===== src/rtl/core/lru_pr_pkg.sv =====
// Shared constants and controller/datapath command and status types for the LRU replacer.
`timescale 1ns / 1ps

package lru_pr_pkg;

	localparam int FRAMES_DEF    = 16;
	localparam int PAGE_BITS_DEF = 16;

	// Fixed field widths of the ports
	localparam int CFG_W       = 5;
	localparam int PAGE_PORT_W = 16;
	localparam int FRAME_OUT_W = 4;
	localparam int COUNT_W     = 32;

	localparam logic [CFG_W-1:0] CFG_RESET = 5'd16;

	// Controller -> datapath
	typedef struct packed {
		logic capture;   // latch the page of an accepted transaction
		logic lookup;    // tag compare, then hit update, fill, or start of the stamp scan
		logic scan;      // stamp scan step
		logic commit;    // replace the oldest frame
	} cmd_t;

	// Datapath -> controller
	typedef struct packed {
		logic replace;   // lookup found neither a hit nor an empty active frame
		logic scan_last; // last active stamp is being compared this cycle
	} stat_t;

endpackage


===== src/rtl/core/lru_pr_ctrl.sv =====
// Controller state machine for the LRU replacer.
`timescale 1ns / 1ps

module lru_pr_ctrl (
	input  logic               clk,
	input  logic               arst_n,
	input  logic               start,
	output logic               busy,
	input  lru_pr_pkg::stat_t  stat,
	output lru_pr_pkg::cmd_t   cmd
);

	typedef enum logic [3:0] {
		S_IDLE   = 4'b0001,
		S_LOOKUP = 4'b0010,
		S_SCAN   = 4'b0100,
		S_COMMIT = 4'b1000
	} state_t;

	state_t state_q;
	state_t state_d;

	always_comb begin
		state_d = state_q;
		unique case (state_q)
			S_IDLE: begin
				if (start) state_d = S_LOOKUP;
			end
			S_LOOKUP: begin
				state_d = stat.replace ? S_SCAN : S_IDLE;
			end
			S_SCAN: begin
				if (stat.scan_last) state_d = S_COMMIT;
			end
			S_COMMIT: begin
				state_d = S_IDLE;
			end
			default: begin
				state_d = S_IDLE;
			end
		endcase
	end

	always_ff @(posedge clk or negedge arst_n) begin
		if (!arst_n) begin
			state_q <= S_IDLE;
		end else begin
			state_q <= state_d;
		end
	end

	assign busy        = (state_q != S_IDLE);
	assign cmd.capture = (state_q == S_IDLE) && start;
	assign cmd.lookup  = (state_q == S_LOOKUP);
	assign cmd.scan    = (state_q == S_SCAN);
	assign cmd.commit  = (state_q == S_COMMIT);

endmodule


===== src/rtl/core/lru_pr_dpath.sv =====
// Datapath of the LRU replacer: frame tags, stamp memory, scan, totals and result registers.
`timescale 1ns / 1ps

module lru_pr_dpath #(
	parameter int FRAMES    = lru_pr_pkg::FRAMES_DEF,
	parameter int PAGE_BITS = lru_pr_pkg::PAGE_BITS_DEF
) (
	input  logic                                 clk,
	input  logic                                 arst_n,
	input  lru_pr_pkg::cmd_t                     cmd,
	output lru_pr_pkg::stat_t                    stat,
	input  logic                                 cfg_we,
	input  logic [lru_pr_pkg::CFG_W-1:0]         cfg_wdata,
	input  logic [lru_pr_pkg::PAGE_PORT_W-1:0]   page_number,
	output logic                                 done,
	output logic                                 hit,
	output logic [lru_pr_pkg::FRAME_OUT_W-1:0]   frame_index,
	output logic                                 evicted_valid,
	output logic [lru_pr_pkg::PAGE_PORT_W-1:0]   evicted_page,
	output logic [lru_pr_pkg::COUNT_W-1:0]       fault_count,
	output logic [lru_pr_pkg::COUNT_W-1:0]       hit_count
);

	localparam int PW    = (PAGE_BITS < lru_pr_pkg::PAGE_PORT_W) ? PAGE_BITS
	                                                              : lru_pr_pkg::PAGE_PORT_W;
	localparam int IW    = (FRAMES > 1) ? $clog2(FRAMES) : 1;
	localparam int CNT_W = $clog2(FRAMES + 1);
	localparam int CW    = (CNT_W > lru_pr_pkg::CFG_W) ? CNT_W : lru_pr_pkg::CFG_W;
	localparam int SW    = lru_pr_pkg::COUNT_W;

	// Configuration and control state
	logic [lru_pr_pkg::CFG_W-1:0] cfg_q;
	logic [CNT_W-1:0]             filled_q;
	logic [SW-1:0]                ref_q;
	logic [SW-1:0]                fault_q;
	logic [SW-1:0]                hits_q;
	logic [CNT_W-1:0]             issue_q;
	logic                         rd_valid_q;
	logic [IW-1:0]                rd_idx_q;
	logic                         done_q;

	// Payload state
	logic [PW-1:0]  page_q;
	logic [PW-1:0]  frame_page_q [FRAMES];
	logic [SW-1:0]  stamp_mem    [FRAMES];
	logic [SW-1:0]  rd_data_q;
	logic [SW-1:0]  best_q;
	logic [IW-1:0]  best_idx_q;
	logic           hit_res_q;
	logic [IW-1:0]  frame_res_q;
	logic           ev_valid_q;
	logic [PW-1:0]  ev_page_q;

	// Combinational
	logic [CW-1:0]    cfg_ext;
	logic [CW-1:0]    act_ext;
	logic [CNT_W-1:0] act_c;
	logic [CNT_W-1:0] search_c;
	logic [FRAMES-1:0] match_c;
	logic             hit_c;
	logic [IW-1:0]    hit_idx_c;
	logic             fill_c;
	logic             direct_c;
	logic             mem_we;
	logic [IW-1:0]    mem_waddr;
	logic             mem_re;
	logic [IW-1:0]    mem_raddr;
	logic             issue_more;
	logic             take_c;

	// Clamp the active frame count to 1..FRAMES
	always_comb begin
		cfg_ext = CW'(cfg_q);
		if (cfg_ext == '0) begin
			act_ext = CW'(1);
		end else if (cfg_ext > CW'(FRAMES)) begin
			act_ext = CW'(FRAMES);
		end else begin
			act_ext = cfg_ext;
		end
		act_c    = CNT_W'(act_ext);
		search_c = (filled_q < act_c) ? filled_q : act_c;
		fill_c   = (filled_q < act_c);
	end

	// Tag compare in every frame lane, lowest matching frame wins
	always_comb begin
		hit_idx_c = '0;
		for (int j = 0; j < FRAMES; j++) begin
			match_c[j] = (CNT_W'(j) < search_c) && (frame_page_q[j] == page_q);
		end
		for (int j = FRAMES - 1; j >= 0; j--) begin
			if (match_c[j]) hit_idx_c = IW'(j);
		end
		hit_c = |match_c;
	end

	assign direct_c   = hit_c || fill_c;
	assign issue_more = (issue_q < act_c);

	assign stat.replace   = !direct_c;
	assign stat.scan_last = rd_valid_q && (CNT_W'(rd_idx_q) == (act_c - CNT_W'(1)));

	// Strict less-than keeps the lowest index on ties
	assign take_c = (rd_idx_q == '0) || (rd_data_q < best_q);

	always_comb begin
		mem_we    = 1'b0;
		mem_waddr = '0;
		mem_re    = 1'b0;
		mem_raddr = '0;
		if (cmd.lookup) begin
			if (hit_c) begin
				mem_we    = 1'b1;
				mem_waddr = hit_idx_c;
			end else if (fill_c) begin
				mem_we    = 1'b1;
				mem_waddr = filled_q[IW-1:0];
			end else begin
				mem_re    = 1'b1;
			end
		end else if (cmd.scan) begin
			mem_re    = issue_more;
			mem_raddr = issue_q[IW-1:0];
		end else if (cmd.commit) begin
			mem_we    = 1'b1;
			mem_waddr = best_idx_q;
		end
	end

	// Stamp memory: one write port, one registered read port
	always_ff @(posedge clk) begin
		if (mem_we) stamp_mem[mem_waddr] <= ref_q;
		if (mem_re) rd_data_q <= stamp_mem[mem_raddr];
	end

	// Frame tags and payload registers
	always_ff @(posedge clk) begin
		if (cmd.capture) page_q <= page_number[PW-1:0];
		if (cmd.lookup && !hit_c && fill_c) frame_page_q[filled_q[IW-1:0]] <= page_q;
		if (cmd.commit) frame_page_q[best_idx_q] <= page_q;
		if (cmd.scan && rd_valid_q && take_c) begin
			best_q     <= rd_data_q;
			best_idx_q <= rd_idx_q;
		end
		if (cmd.lookup && direct_c) begin
			hit_res_q   <= hit_c;
			frame_res_q <= hit_c ? hit_idx_c : filled_q[IW-1:0];
			ev_valid_q  <= 1'b0;
			ev_page_q   <= '0;
		end
		if (cmd.commit) begin
			hit_res_q   <= 1'b0;
			frame_res_q <= best_idx_q;
			ev_valid_q  <= 1'b1;
			ev_page_q   <= frame_page_q[best_idx_q];
		end
	end

	// Control state, totals and the result strobe
	always_ff @(posedge clk or negedge arst_n) begin
		if (!arst_n) begin
			cfg_q      <= lru_pr_pkg::CFG_RESET;
			filled_q   <= '0;
			ref_q      <= '0;
			fault_q    <= '0;
			hits_q     <= '0;
			issue_q    <= '0;
			rd_valid_q <= 1'b0;
			rd_idx_q   <= '0;
			done_q     <= 1'b0;
		end else begin
			if (cfg_we) cfg_q <= cfg_wdata;
			done_q     <= (cmd.lookup && direct_c) || cmd.commit;
			rd_valid_q <= mem_re;
			if (mem_re) rd_idx_q <= mem_raddr;
			if (cmd.lookup) begin
				issue_q <= CNT_W'(1);
				if (direct_c) ref_q <= ref_q + SW'(1);
				if (hit_c) begin
					if (hits_q != '1) hits_q <= hits_q + SW'(1);
				end else if (fill_c) begin
					filled_q <= filled_q + CNT_W'(1);
					if (fault_q != '1) fault_q <= fault_q + SW'(1);
				end
			end
			if (cmd.scan && issue_more) issue_q <= issue_q + CNT_W'(1);
			if (cmd.commit) begin
				ref_q <= ref_q + SW'(1);
				if (fault_q != '1) fault_q <= fault_q + SW'(1);
			end
		end
	end

	assign done          = done_q;
	assign hit           = hit_res_q;
	assign frame_index   = lru_pr_pkg::FRAME_OUT_W'(frame_res_q);
	assign evicted_valid = ev_valid_q;
	assign evicted_page  = lru_pr_pkg::PAGE_PORT_W'(ev_page_q);
	assign fault_count   = fault_q;
	assign hit_count     = hits_q;

endmodule


===== src/rtl/core/lru_page_replacement.sv =====
// Top level of the fully associative LRU page replacer: controller plus datapath.
`timescale 1ns / 1ps

// Channel    Ports                                      Transfer
// ---------  -----------------------------------------  -------------------------------
// request    start, busy, page_number                   edge with start high, busy low
// result     done, hit, frame_index, evicted_valid,     edge that ends the cycle of the
//            evicted_page, fault_count, hit_count       one-cycle done strobe
// config     cfg_we, cfg_wdata (frames_in_use)          edge with cfg_we high
//
// A hit or a fill of an empty frame goes from acceptance through the lookup state to the
// done strobe; a replacement adds the stamp scan, which reads one frame stamp per cycle
// from the single-read-port stamp memory, and then the commit state.
// Reset: arst_n clears the fill count, stamp counter, totals and the controller; frame
// tags and stamps are not cleared, since only filled frames are ever read.
// Stalls: the receiver cannot stall; busy drops in the same cycle that done is shown,
// so a new transaction can be taken at the edge that delivers the result.

module lru_page_replacement #(
	parameter int FRAMES    = lru_pr_pkg::FRAMES_DEF,
	parameter int PAGE_BITS = lru_pr_pkg::PAGE_BITS_DEF
) (
	input  logic                                 clk,
	input  logic                                 arst_n,
	input  logic                                 start,
	output logic                                 busy,
	input  logic [lru_pr_pkg::PAGE_PORT_W-1:0]   page_number,
	input  logic                                 cfg_we,
	input  logic [lru_pr_pkg::CFG_W-1:0]         cfg_wdata,
	output logic                                 done,
	output logic                                 hit,
	output logic [lru_pr_pkg::FRAME_OUT_W-1:0]   frame_index,
	output logic                                 evicted_valid,
	output logic [lru_pr_pkg::PAGE_PORT_W-1:0]   evicted_page,
	output logic [lru_pr_pkg::COUNT_W-1:0]       fault_count,
	output logic [lru_pr_pkg::COUNT_W-1:0]       hit_count
);

	// Command and status between the controller and the datapath
	lru_pr_pkg::cmd_t  cmd;
	lru_pr_pkg::stat_t stat;

	// Sequence the transaction: lookup, then for a replacement the stamp scan and commit
	lru_pr_ctrl u_ctrl (
		.clk    (clk),
		.arst_n (arst_n),
		.start  (start),
		.busy   (busy),
		.stat   (stat),
		.cmd    (cmd)
	);

	// Hold the frames, search them and register the result
	lru_pr_dpath #(
		.FRAMES    (FRAMES),
		.PAGE_BITS (PAGE_BITS)
	) u_dpath (
		.clk           (clk),
		.arst_n        (arst_n),
		.cmd           (cmd),
		.stat          (stat),
		.cfg_we        (cfg_we),
		.cfg_wdata     (cfg_wdata),
		.page_number   (page_number),
		.done          (done),
		.hit           (hit),
		.frame_index   (frame_index),
		.evicted_valid (evicted_valid),
		.evicted_page  (evicted_page),
		.fault_count   (fault_count),
		.hit_count     (hit_count)
	);

	// An accepted transaction always occupies the block for the next cycle
	a_accept_busy: assert property (@(posedge clk) disable iff (!arst_n)
		(start && !busy) |=> busy)
		else $error("accepted transaction did not raise busy");

	// A result only follows work in progress
	a_done_after_busy: assert property (@(posedge clk) disable iff (!arst_n)
		done |-> $past(busy))
		else $error("result strobe without a transaction in flight");

	// Busy only drops when the result is delivered
	a_fall_done: assert property (@(posedge clk) disable iff (!arst_n)
		$fell(busy) |-> done)
		else $error("busy dropped without a result");

	// The end of the stamp scan always leads to the replacement
	a_scan_commit: assert property (@(posedge clk) disable iff (!arst_n)
		(cmd.scan && stat.scan_last) |=> cmd.commit)
		else $error("stamp scan finished without a replacement");

	// A hit never reports an eviction
	a_hit_no_evict: assert property (@(posedge clk) disable iff (!arst_n)
		done |-> !(hit && evicted_valid))
		else $error("hit reported together with an eviction");

endmodule

===== config.mk =====
export PLATFORM = sky130hd
export DESIGN_NAME = lru_page_replacement
export DESIGN_NICKNAME = d
export VERILOG_FILES = /design/src/rtl/core/lru_pr_pkg.sv /design/src/rtl/core/lru_pr_ctrl.sv /design/src/rtl/core/lru_pr_dpath.sv /design/src/rtl/core/lru_page_replacement.sv
export SDC_FILE = /design/constraint.sdc
export NUM_CORES = 1
export LEC_CHECK = 0
export BUFFER_PORTS_ARGS = -buffer_cell sky130_fd_sc_hd__buf_2
export CORE_ASPECT_RATIO = 0.75
export CORE_MARGIN = 2
export CORE_UTILIZATION = 50
export CTS_BUF_LIST = sky130_fd_sc_hd__clkbuf_8
export DETAILED_ROUTE_END_ITERATION = 10
export PLACE_DENSITY = 0.73
export SYNTH_ARGS = -nofsm -noshare
export SYNTH_HDL_FRONTEND = slang
export SYNTH_SLANG_ARGS = --single-unit
export TNS_END_PERCENT = 1

===== constraint.sdc =====
create_clock -name clk -period 6.2 [get_ports clk]
set_input_delay 0.31 -clock clk [delete_from_list [all_inputs] [get_ports clk]]
set_output_delay 0.31 -clock clk [all_outputs]
set_load 0.05 [all_outputs]

==> metrics.md, run 1 <==
| Metric | Value |
|---|---|
| Yosys cell types | 83 |
| Slew Viols, Final | 0 |
| Synth warn | 0 |
| Initial antenna violation count | 7 |
| Max Cap Violations | 0 |
| Die area | 0.0885 mm^2 |
| Post-DR vias/cell | between 6 and 7 |
| Clock transition at the registers of the reported paths | 0.06 ns |
| Synthesis-to-layout area growth | 13.3% |
| Placed Cells | 3794 |
| Combinational share of power | about an eighth |
| Ports | ~110 |
| Most used routing layer in global routing | met1 |
| Routed WL | 109 mm |
| Max FO, Critical Path | 17 |
| DR WL/cell | roughly 27 um |
| Number of fill cells | 6460 |
| Final core utilization | ~57% |
| Final Hold Viols | 0 |
| Post-CTS setup buffer count | 0 |
| Tmin final | around 6 ns |
| Hold path start | page_number[6] |
| Layout cells sized above 1 | 23.1% |
| Synth top area cells | edfxtp_1 (61%), mux4_2 (11%), dfrtp_1 (6.9%) |
| LEAKAGE | 16.8 nW |
| Tcrit/Tclk final | 96.9% |
| Sequential share of power | 53.1% |
| Post-Syn Nets | 2635 |
| Most frequent cell after synthesis | edfxtp_1 |
| Endpoint required time on the critical path | 6.66 ns |
| Core area | 0.0855 mm^2 |
| Largest family of logic cells by synthesized area | multiplexers |
| CTS root buffer | clkbuf_8 |
| Fraction of the mapped netlist area in compound gates | 3.52% |
| Power density of the placed cells | 304 mW/mm^2 |
| Final clock skew | 0.0588 ns |
| Largest net degree at the start of global routing | 78 |
| Crit start category | register |
| Initial DRC Count | 3507 |
| Yosys top cell area share | 60.8% |
| Die height | about 260 um |
| Area leader, netlist | edfxtp_1 |
| First-pass DRT Iterations | 5 |
| Synth Area in XOR/XNOR | 7.16% |
| RSZ-0062 raised after global routing | true |
| Skew-Pair Late Insertion Delay | 0.86 ns |
| Met1 GRT Util | approximately two fifths |
| Number of synthesized register bits | 999 |
| Global Route Usage Sum | 24.8% |
| GRT met2 Usage | 33.3% |
| Post-synthesis sequential area ratio | between 60 and 70% |
| FF-to-FF Start | u_dpath.cfg_ext[4]$_DFFE_PN1P_ |
| H-tree depth | 4 |
| HP Class | input port to register |
| Setup crit end kind | register |
| Top cells by count, synth | edfxtp_1 (872), xnor2_1 (241), mux4_2 (208) |
| Row count | 93 |
| CTS tree | done |
| Drt drc | 0 |
| Setup TNS | 0 ns |
| Cell count after synthesis | 2565 |
| Slew headroom | 18.2% |
| VDD IR max | 0.214 mV |
| Internal power | 10.7 mW |
| Hold EP | u_dpath.page_q[6]$_DFFE_PP_ |
| Clock share of power | 34.4% |
| Hpwl dp | just over 70 mm |
| Critical R2R Capture | u_dpath.stamp_mem[5][1]$_DFFE_PP_ |
| Buffers on Ports | ~110 |
| Synth async-reset ratio | about an eighth |
| First-pass GRT wire length | 162 mm |
| GPL Wtd Cong | 0.913 |
| Switch share | 28.0% |
| Register-to-Register Setup Slack | 0.19 ns |
| Status | finished, final reports clean |
| Post-Synth Adder-Cell Area | under 10% |
| Antenna-violating nets left | 0 |
| Switching pwr | just over 4 mW |
| Die width | 343 um |
| Met3 usage | 5.51% |
| CP arrival | 6.47 ns |
| CTS Sinks | 999 |
| Initial Utilization | 50.3% |
| Actual slew at the worst max-slew pin | 1.23 ns |
| Synth Flop Type | edfxtp_1 |
| Simple-Gate Fraction of Synth Area | a little over 7% |
| R2r worst-path depth | 14 |
| Avg Inst Size Synth | 16.8 um^2 |
| CTS Buf Count | 152 |
| Fmax | 166 MHz |
| GRT overflow | 0 |
| Vias in the first global route | 24747 |
| Hold Path Stages | 2 |
| Post-route cell area | 0.0487 mm^2 |
| Mux share of post-synthesis cell area | 11.2% |
| EDFF count, synth | 872 |
| Longest Clk Path Bufs | 3 |
| Post-route insts no fill | 4102 |
| Critical path class | register to register |
| Final net count | 2910 |
| Via count | between 20000 and 30000 |
| Placed Area | about 0.046 mm^2 |
| Cell Area, Synth | 0.0430 mm^2 |
| Final setup fails | 0 |
critical path, stage by stage (launching register included):
cell       delay [ns]
dfstp_2          0.70
inv_1            0.19
nand2_1          0.26
ha_1             0.21
a21oi_1          0.11
o21ai_1          0.53
nor2_4           0.22
a2111oi_1        0.60
o31ai_1          0.37
nor4b_2          0.44
nand3_1          0.22
o221ai_1         0.48
nand3_1          0.24
nor2_4           0.60
buf_4            0.47
kinds of logic after synthesis:
| logic type | count (synthesis) |
|---|---|
| xor+xnor | 352 |
| flops | 999 |
| fa+ha+maj | 45 |
| buf+inv | 174 |
| compound gates | 217 |
| mux | 219 |
| simple gates | 559 |
layer usage:
metal | share of wire (%) | wire (um)
met1 | 46 | 49700
met2 | 42 | 45500
met3 | 11 | 12000
met4 | 1.8 | 1990
met5 | 0.024 | 26
worst max path at each step:
stage | cells past startpoint | from | endpoint
floorplan | 16 | u_dpath.cfg_ext[4]$_DFFE_PN1P_ | u_dpath.stamp_mem[3][0]$_DFFE_PP_
global placement | 14 | u_dpath.cfg_ext[4]$_DFFE_PN1P_ | u_dpath.stamp_mem[5][29]$_DFFE_PP_
detailed placement | 15 | u_dpath.cfg_ext[4]$_DFFE_PN1P_ | u_dpath.stamp_mem[13][30]$_DFFE_PP_
CTS | 15 | u_dpath.cfg_ext[4]$_DFFE_PN1P_ | u_dpath.stamp_mem[13][29]$_DFFE_PP_
global route | 15 | u_dpath.cfg_ext[4]$_DFFE_PN1P_ | u_dpath.stamp_mem[13][29]$_DFFE_PP_
finish | 14 | u_dpath.cfg_ext[4]$_DFFE_PN1P_ | u_dpath.stamp_mem[5][1]$_DFFE_PP_
power by group through the flow:
stage | Combinational, mW | Clock, mW | Sequential, mW
after detailed placement | 1.78 | 0 | 8.02
after floorplan | 1.11 | 0 | 7.99
after global routing | 1.98 | 5.49 | 7.90
after global placement | 1.78 | 0 | 8.00
final | 1.84 | 5.11 | 7.88
after CTS | 1.81 | 5.21 | 7.88
cells in the final DEF (no fill, tap or decap), drive strengths merged, types with 10 or more instances in the layout:
| master | Yosys | layout |
|---|---|---|
| clkbuf | 76 | 160 |
| edfxtp | 872 | 872 |
| nor4 | 43 | 43 |
| nand4 | 81 | 81 |
| mux4 | 208 | 208 |
| nand2 | 139 | 139 |
| and2 | 55 | 55 |
| a211oi | 40 | 40 |
| mux2 | 10 | 10 |
| clkinv | 1 | 50 |
| inv | 49 | 113 |
| and3 | 23 | 23 |
| xnor2 | 241 | 241 |
| ha | 45 | 45 |
| dlygate4sd3 | 0 | 31 |
| nor4b | 10 | 10 |
| buf | 48 | 214 |
| xor2 | 111 | 111 |
| a21oi | 28 | 28 |
| a31oi | 46 | 46 |
| nor3 | 29 | 29 |
| dfrtp | 119 | 119 |
| o21a | 11 | 11 |
| a21o | 19 | 19 |
| nor2 | 70 | 70 |
| o21ai | 25 | 25 |
| nand3 | 57 | 57 |
through the flow:
| stage | power [mW] | setup WS (ns) | hold slack (ns) |
|---|---|---|---|
| final | 14.8 | 0.190 | 0.193 |
| after global routing | 15.4 | -0.117 | 0.178 |
| after CTS | 14.9 | 0.279 | 0.130 |
| after detailed placement | 9.80 | 0.318 | 0.301 |
| after global placement | 9.77 | 0.359 | 0.279 |
| after floorplan | 9.10 | -0.0397 | 0.0144 |
final cells by class:
| class | count | area, um^2 | share of cell area, % |
|---|---|---|---|
| antenna | 2 | 5.00 | 0.0103 |
| inverter | 50 | 188 | 0.385 |
| multi-input combinational | 1392 | 13200 | 27.0 |
| timing repair buffer | 245 | 1780 | 3.64 |
| tap | 1140 | 1430 | 2.93 |
| clock buffer | 160 | 2200 | 4.52 |
| sequential | 999 | 29300 | 60.2 |
| clock inverter | 114 | 626 | 1.28 |
flip-flops by register name, summed over array words and instances (netlist names), 16 cells and up, named ones only:
register              flops
u_dpath.stamp_mem       512
u_dpath.frame_page_q    256
u_dpath.best_q           32
u_dpath.fault_count      32
u_dpath.hit_count        32
u_dpath.rd_data_q        32
u_dpath.ref_q            32
u_dpath.evicted_page     16
u_dpath.page_q           16
timing repair:
| action | in CTS | in global routing |
|---|---|---|
| endpoints found under the setup margin | 0 | 99 |
| endpoints found under the hold margin | 66 | 0 |
| resized for setup | 0 | 4 |
| hold buffers | 32 | 0 |
Power figures use the tool's default switching activity.
==> run 2: changes to the inputs <==
REMOVE_ABC_BUFFERS = 1   (was default)
==> run 2 against run 1 <==
Global-route usage shrank 0.25 points. Fmax grew 2.6%. Critical endpoint is now u_dpath.stamp_mem[8][31]$_DFFE_PP_. Critical path type unchanged. Register-to-register slack gained 0.15 ns. First-iteration DRC count shrank 7.8%. Routed wire length shrank 1.2%.
==> metrics.md, run 2 (synthesis results as in run 1) <==
| Metric | Value |
|---|---|
| Status | finished, final reports clean |
| H-tree depth | 4 |
| Largest register FFs | a little over 500 |
| Actual slew at the worst max-slew pin | 1.27 ns |
| Combinational share of power | between 10% and 20% |
| CTS Buf Count | around 160 |
| Power density of the placed cells | 303 mW/mm^2 |
| Max FO, Critical Path | 19 |
| Switching pwr | 4.02 mW |
| Final Worst Setup Slack | between 0.3 and 0.4 ns |
| Number of fill cells | roughly 6400 |
| Vias in the first global route | 24793 |
| Sequential share of power | 52.9% |
| Via count | roughly 25000 |
| Die width | between 300 and 400 um |
| Die height | 258 um |
| Fmax | ~170 MHz |
| Commonest non-fill, non-tap cell in the layout | edfxtp_1 |
| GRT overflow | 0 |
| Tcrit/Tclk final | 94.5% |
| GPL Wtd Cong | 0.919 |
| Tot Pwr | 14.7 mW |
| Post-route insts no fill | between 4000 and 5000 |
| Clock transition at the registers of the reported paths | 0.06 ns |
| Placed Cells | 3786 |
| CP arrival | 6.32 ns |
| Largest net degree at the start of global routing | 69 |
| Initial Utilization | around half |
| Routed WL | 108 mm |
| Endpoint required time on the critical path | 6.66 ns |
| Final clock skew | 0.0536 ns |
| Slew Viols, Final | 0 |
| Final core utilization | 56.8% |
| Max Cap Violations | 0 |
| Commonest cells after routing, fill and taps aside | edfxtp_1 (872), xnor2_1 (241), mux4_2 (208) |
| RSZ-0062 raised after global routing | false |
| Post-DR vias/cell | just over 6 |
| Post-CTS setup buffer count | 0 |
| Internal power | 10.7 mW |
| Initial DRC Count | 3232 |
| Final Hold Viols | 0 |
| DR WL/cell | 26.3 um |
| Longest Clk Path Bufs | 3 |
| Critical path class | register to register |
| Largest register by flop count | u_dpath.stamp_mem |
| HP Class | input port to asynchronous set/reset pin |
| Hpwl dp | 70.7 mm |
| Antenna-violating nets left | 0 |
| VDD IR max | 0.178 mV |
| Row count | 93 |
| Layout cells sized above 1 | a little under a quarter |
| Buffers on Ports | 112 |
| Synthesis-to-layout area growth | 12.9% |
| Drt drc | 0 |
| Top Registers | u_dpath.stamp_mem (512), u_dpath.frame_page_q (256) |
| LEAKAGE | 16.7 nW |
| First-pass DRT Iterations | 5 |
| Clock share of power | 33.9% |
| CTS Sinks | 999 |
| Final net count | 2904 |
| First-pass GRT wire length | 161 mm |
| Crit start category | register |
| Initial antenna violation count | 8 |
| Ports | about 110 |
| Core area | 0.0855 mm^2 |
| Worst slack at placement | 0.557 ns |
| Tmin final | 5.86 ns |
| Final setup fails | 0 |
| Switch share | 27.4% |
| Skew-Pair Late Insertion Delay | 0.82 ns |
| Die area | around 0.088 mm^2 |
| CTS tree | done |
| CTS root buffer | clkbuf_8 |
| Setup crit end kind | register |
| Slew headroom | 14.3% |
| Global Route Usage Sum | 24.6% |
-- run 2: final timing paths --
kind	endpoint	slack, ns	depth (start not counted)	startpoint
hold / removal	u_dpath.hit_count[14]$_DFFE_PN0P_	0.05	2	arst_n
setup / recovery	u_dpath.stamp_mem[8][31]$_DFFE_PP_	0.34	14	u_dpath.cfg_ext[4]$_DFFE_PN1P_
hold reg to reg	u_dpath.best_q[0]$_DFFE_PP_	0.44	0	u_dpath.rd_data_q[0]$_DFFE_PP_
max in group asynchronous	u_dpath.issue_q[3]$_DFFE_PN0P_	4.82	3	arst_n
min in group clk	u_dpath.page_q[15]$_DFFE_PP_	0.21	2	page_number[15]
setup reg to reg	u_dpath.stamp_mem[8][31]$_DFFE_PP_	0.34	14	u_dpath.cfg_ext[4]$_DFFE_PN1P_
-- run 2: power by group through the flow --
| stage | Sequential [mW] | Clock, mW | Combinational (mW) |
|---|---|---|---|
| 6_report | 7.78 | 4.99 | 1.93 |
| 5_1_grt | 7.80 | 5.37 | 2.07 |
| 4_1_cts | 7.78 | 5.09 | 1.90 |
| 3_5_place_dp | 7.92 | 0 | 1.87 |
| 3_3_place_gp | 7.90 | 0 | 1.86 |
| 2_1_floorplan | 8.12 | 0 | 0.951 |
-- run 2: routing by layer --
| metal | global-route usage, % | part of all wire, % | vias up |
|---|---|---|---|
| li1 | - | - | 10631 |
| met1 | 38.8 | 45 | 12842 |
| met2 | 33.6 | 42 | 1359 |
| met3 | 6.85 | 12 | 136 |
| met4 | 6.19 | 1.6 | 4 |
| met5 | 0 | 0.019 | - |
-- run 2: layout make-up --
class	count	area (um^2)	area share (%)
flip-flops and latches	999	29300	60.4
multi-input cells	1392	13200	27.1
clock buffers	161	2220	4.56
repair buffers	235	1690	3.48
well taps	1140	1430	2.94
clock inverters	117	554	1.14
inverters	50	188	0.386
diodes	3	7.51	0.0155
-- run 2: repair_timing --
action,4_1_cts,5_1_grt
resized for setup,0,0
endpoints found under the setup margin,0,0
hold buffers,30,0
hold endpoints to repair,75,0
-- run 2: worst max-delay path, stage by stage (launching register included) --
cell and delay, ns:
dfstp_2 0.69, inv_1 0.17, nand2_1 0.23, ha_1 0.31, a21oi_1 0.26, o21ai_1 0.22
nor2_4 0.42, a2111oi_0 0.20, or3_1 0.43, nor4b_1 0.16, o41ai_1 0.90, o221ai_1 0.41
nand3b_1 0.52, nor2_4 0.24, buf_4 0.36
-- run 2: metrics by stage --
step	TNS (ns)	area (um^2)	hold WS [ns]
global route	0	48600	0.0619
detailed placement	0	45500	0.324
global placement	0	45500	0.309
finish	0	48600	0.0467
floorplan	-92.29	42500	0.0144
CTS	0	48600	0.00901
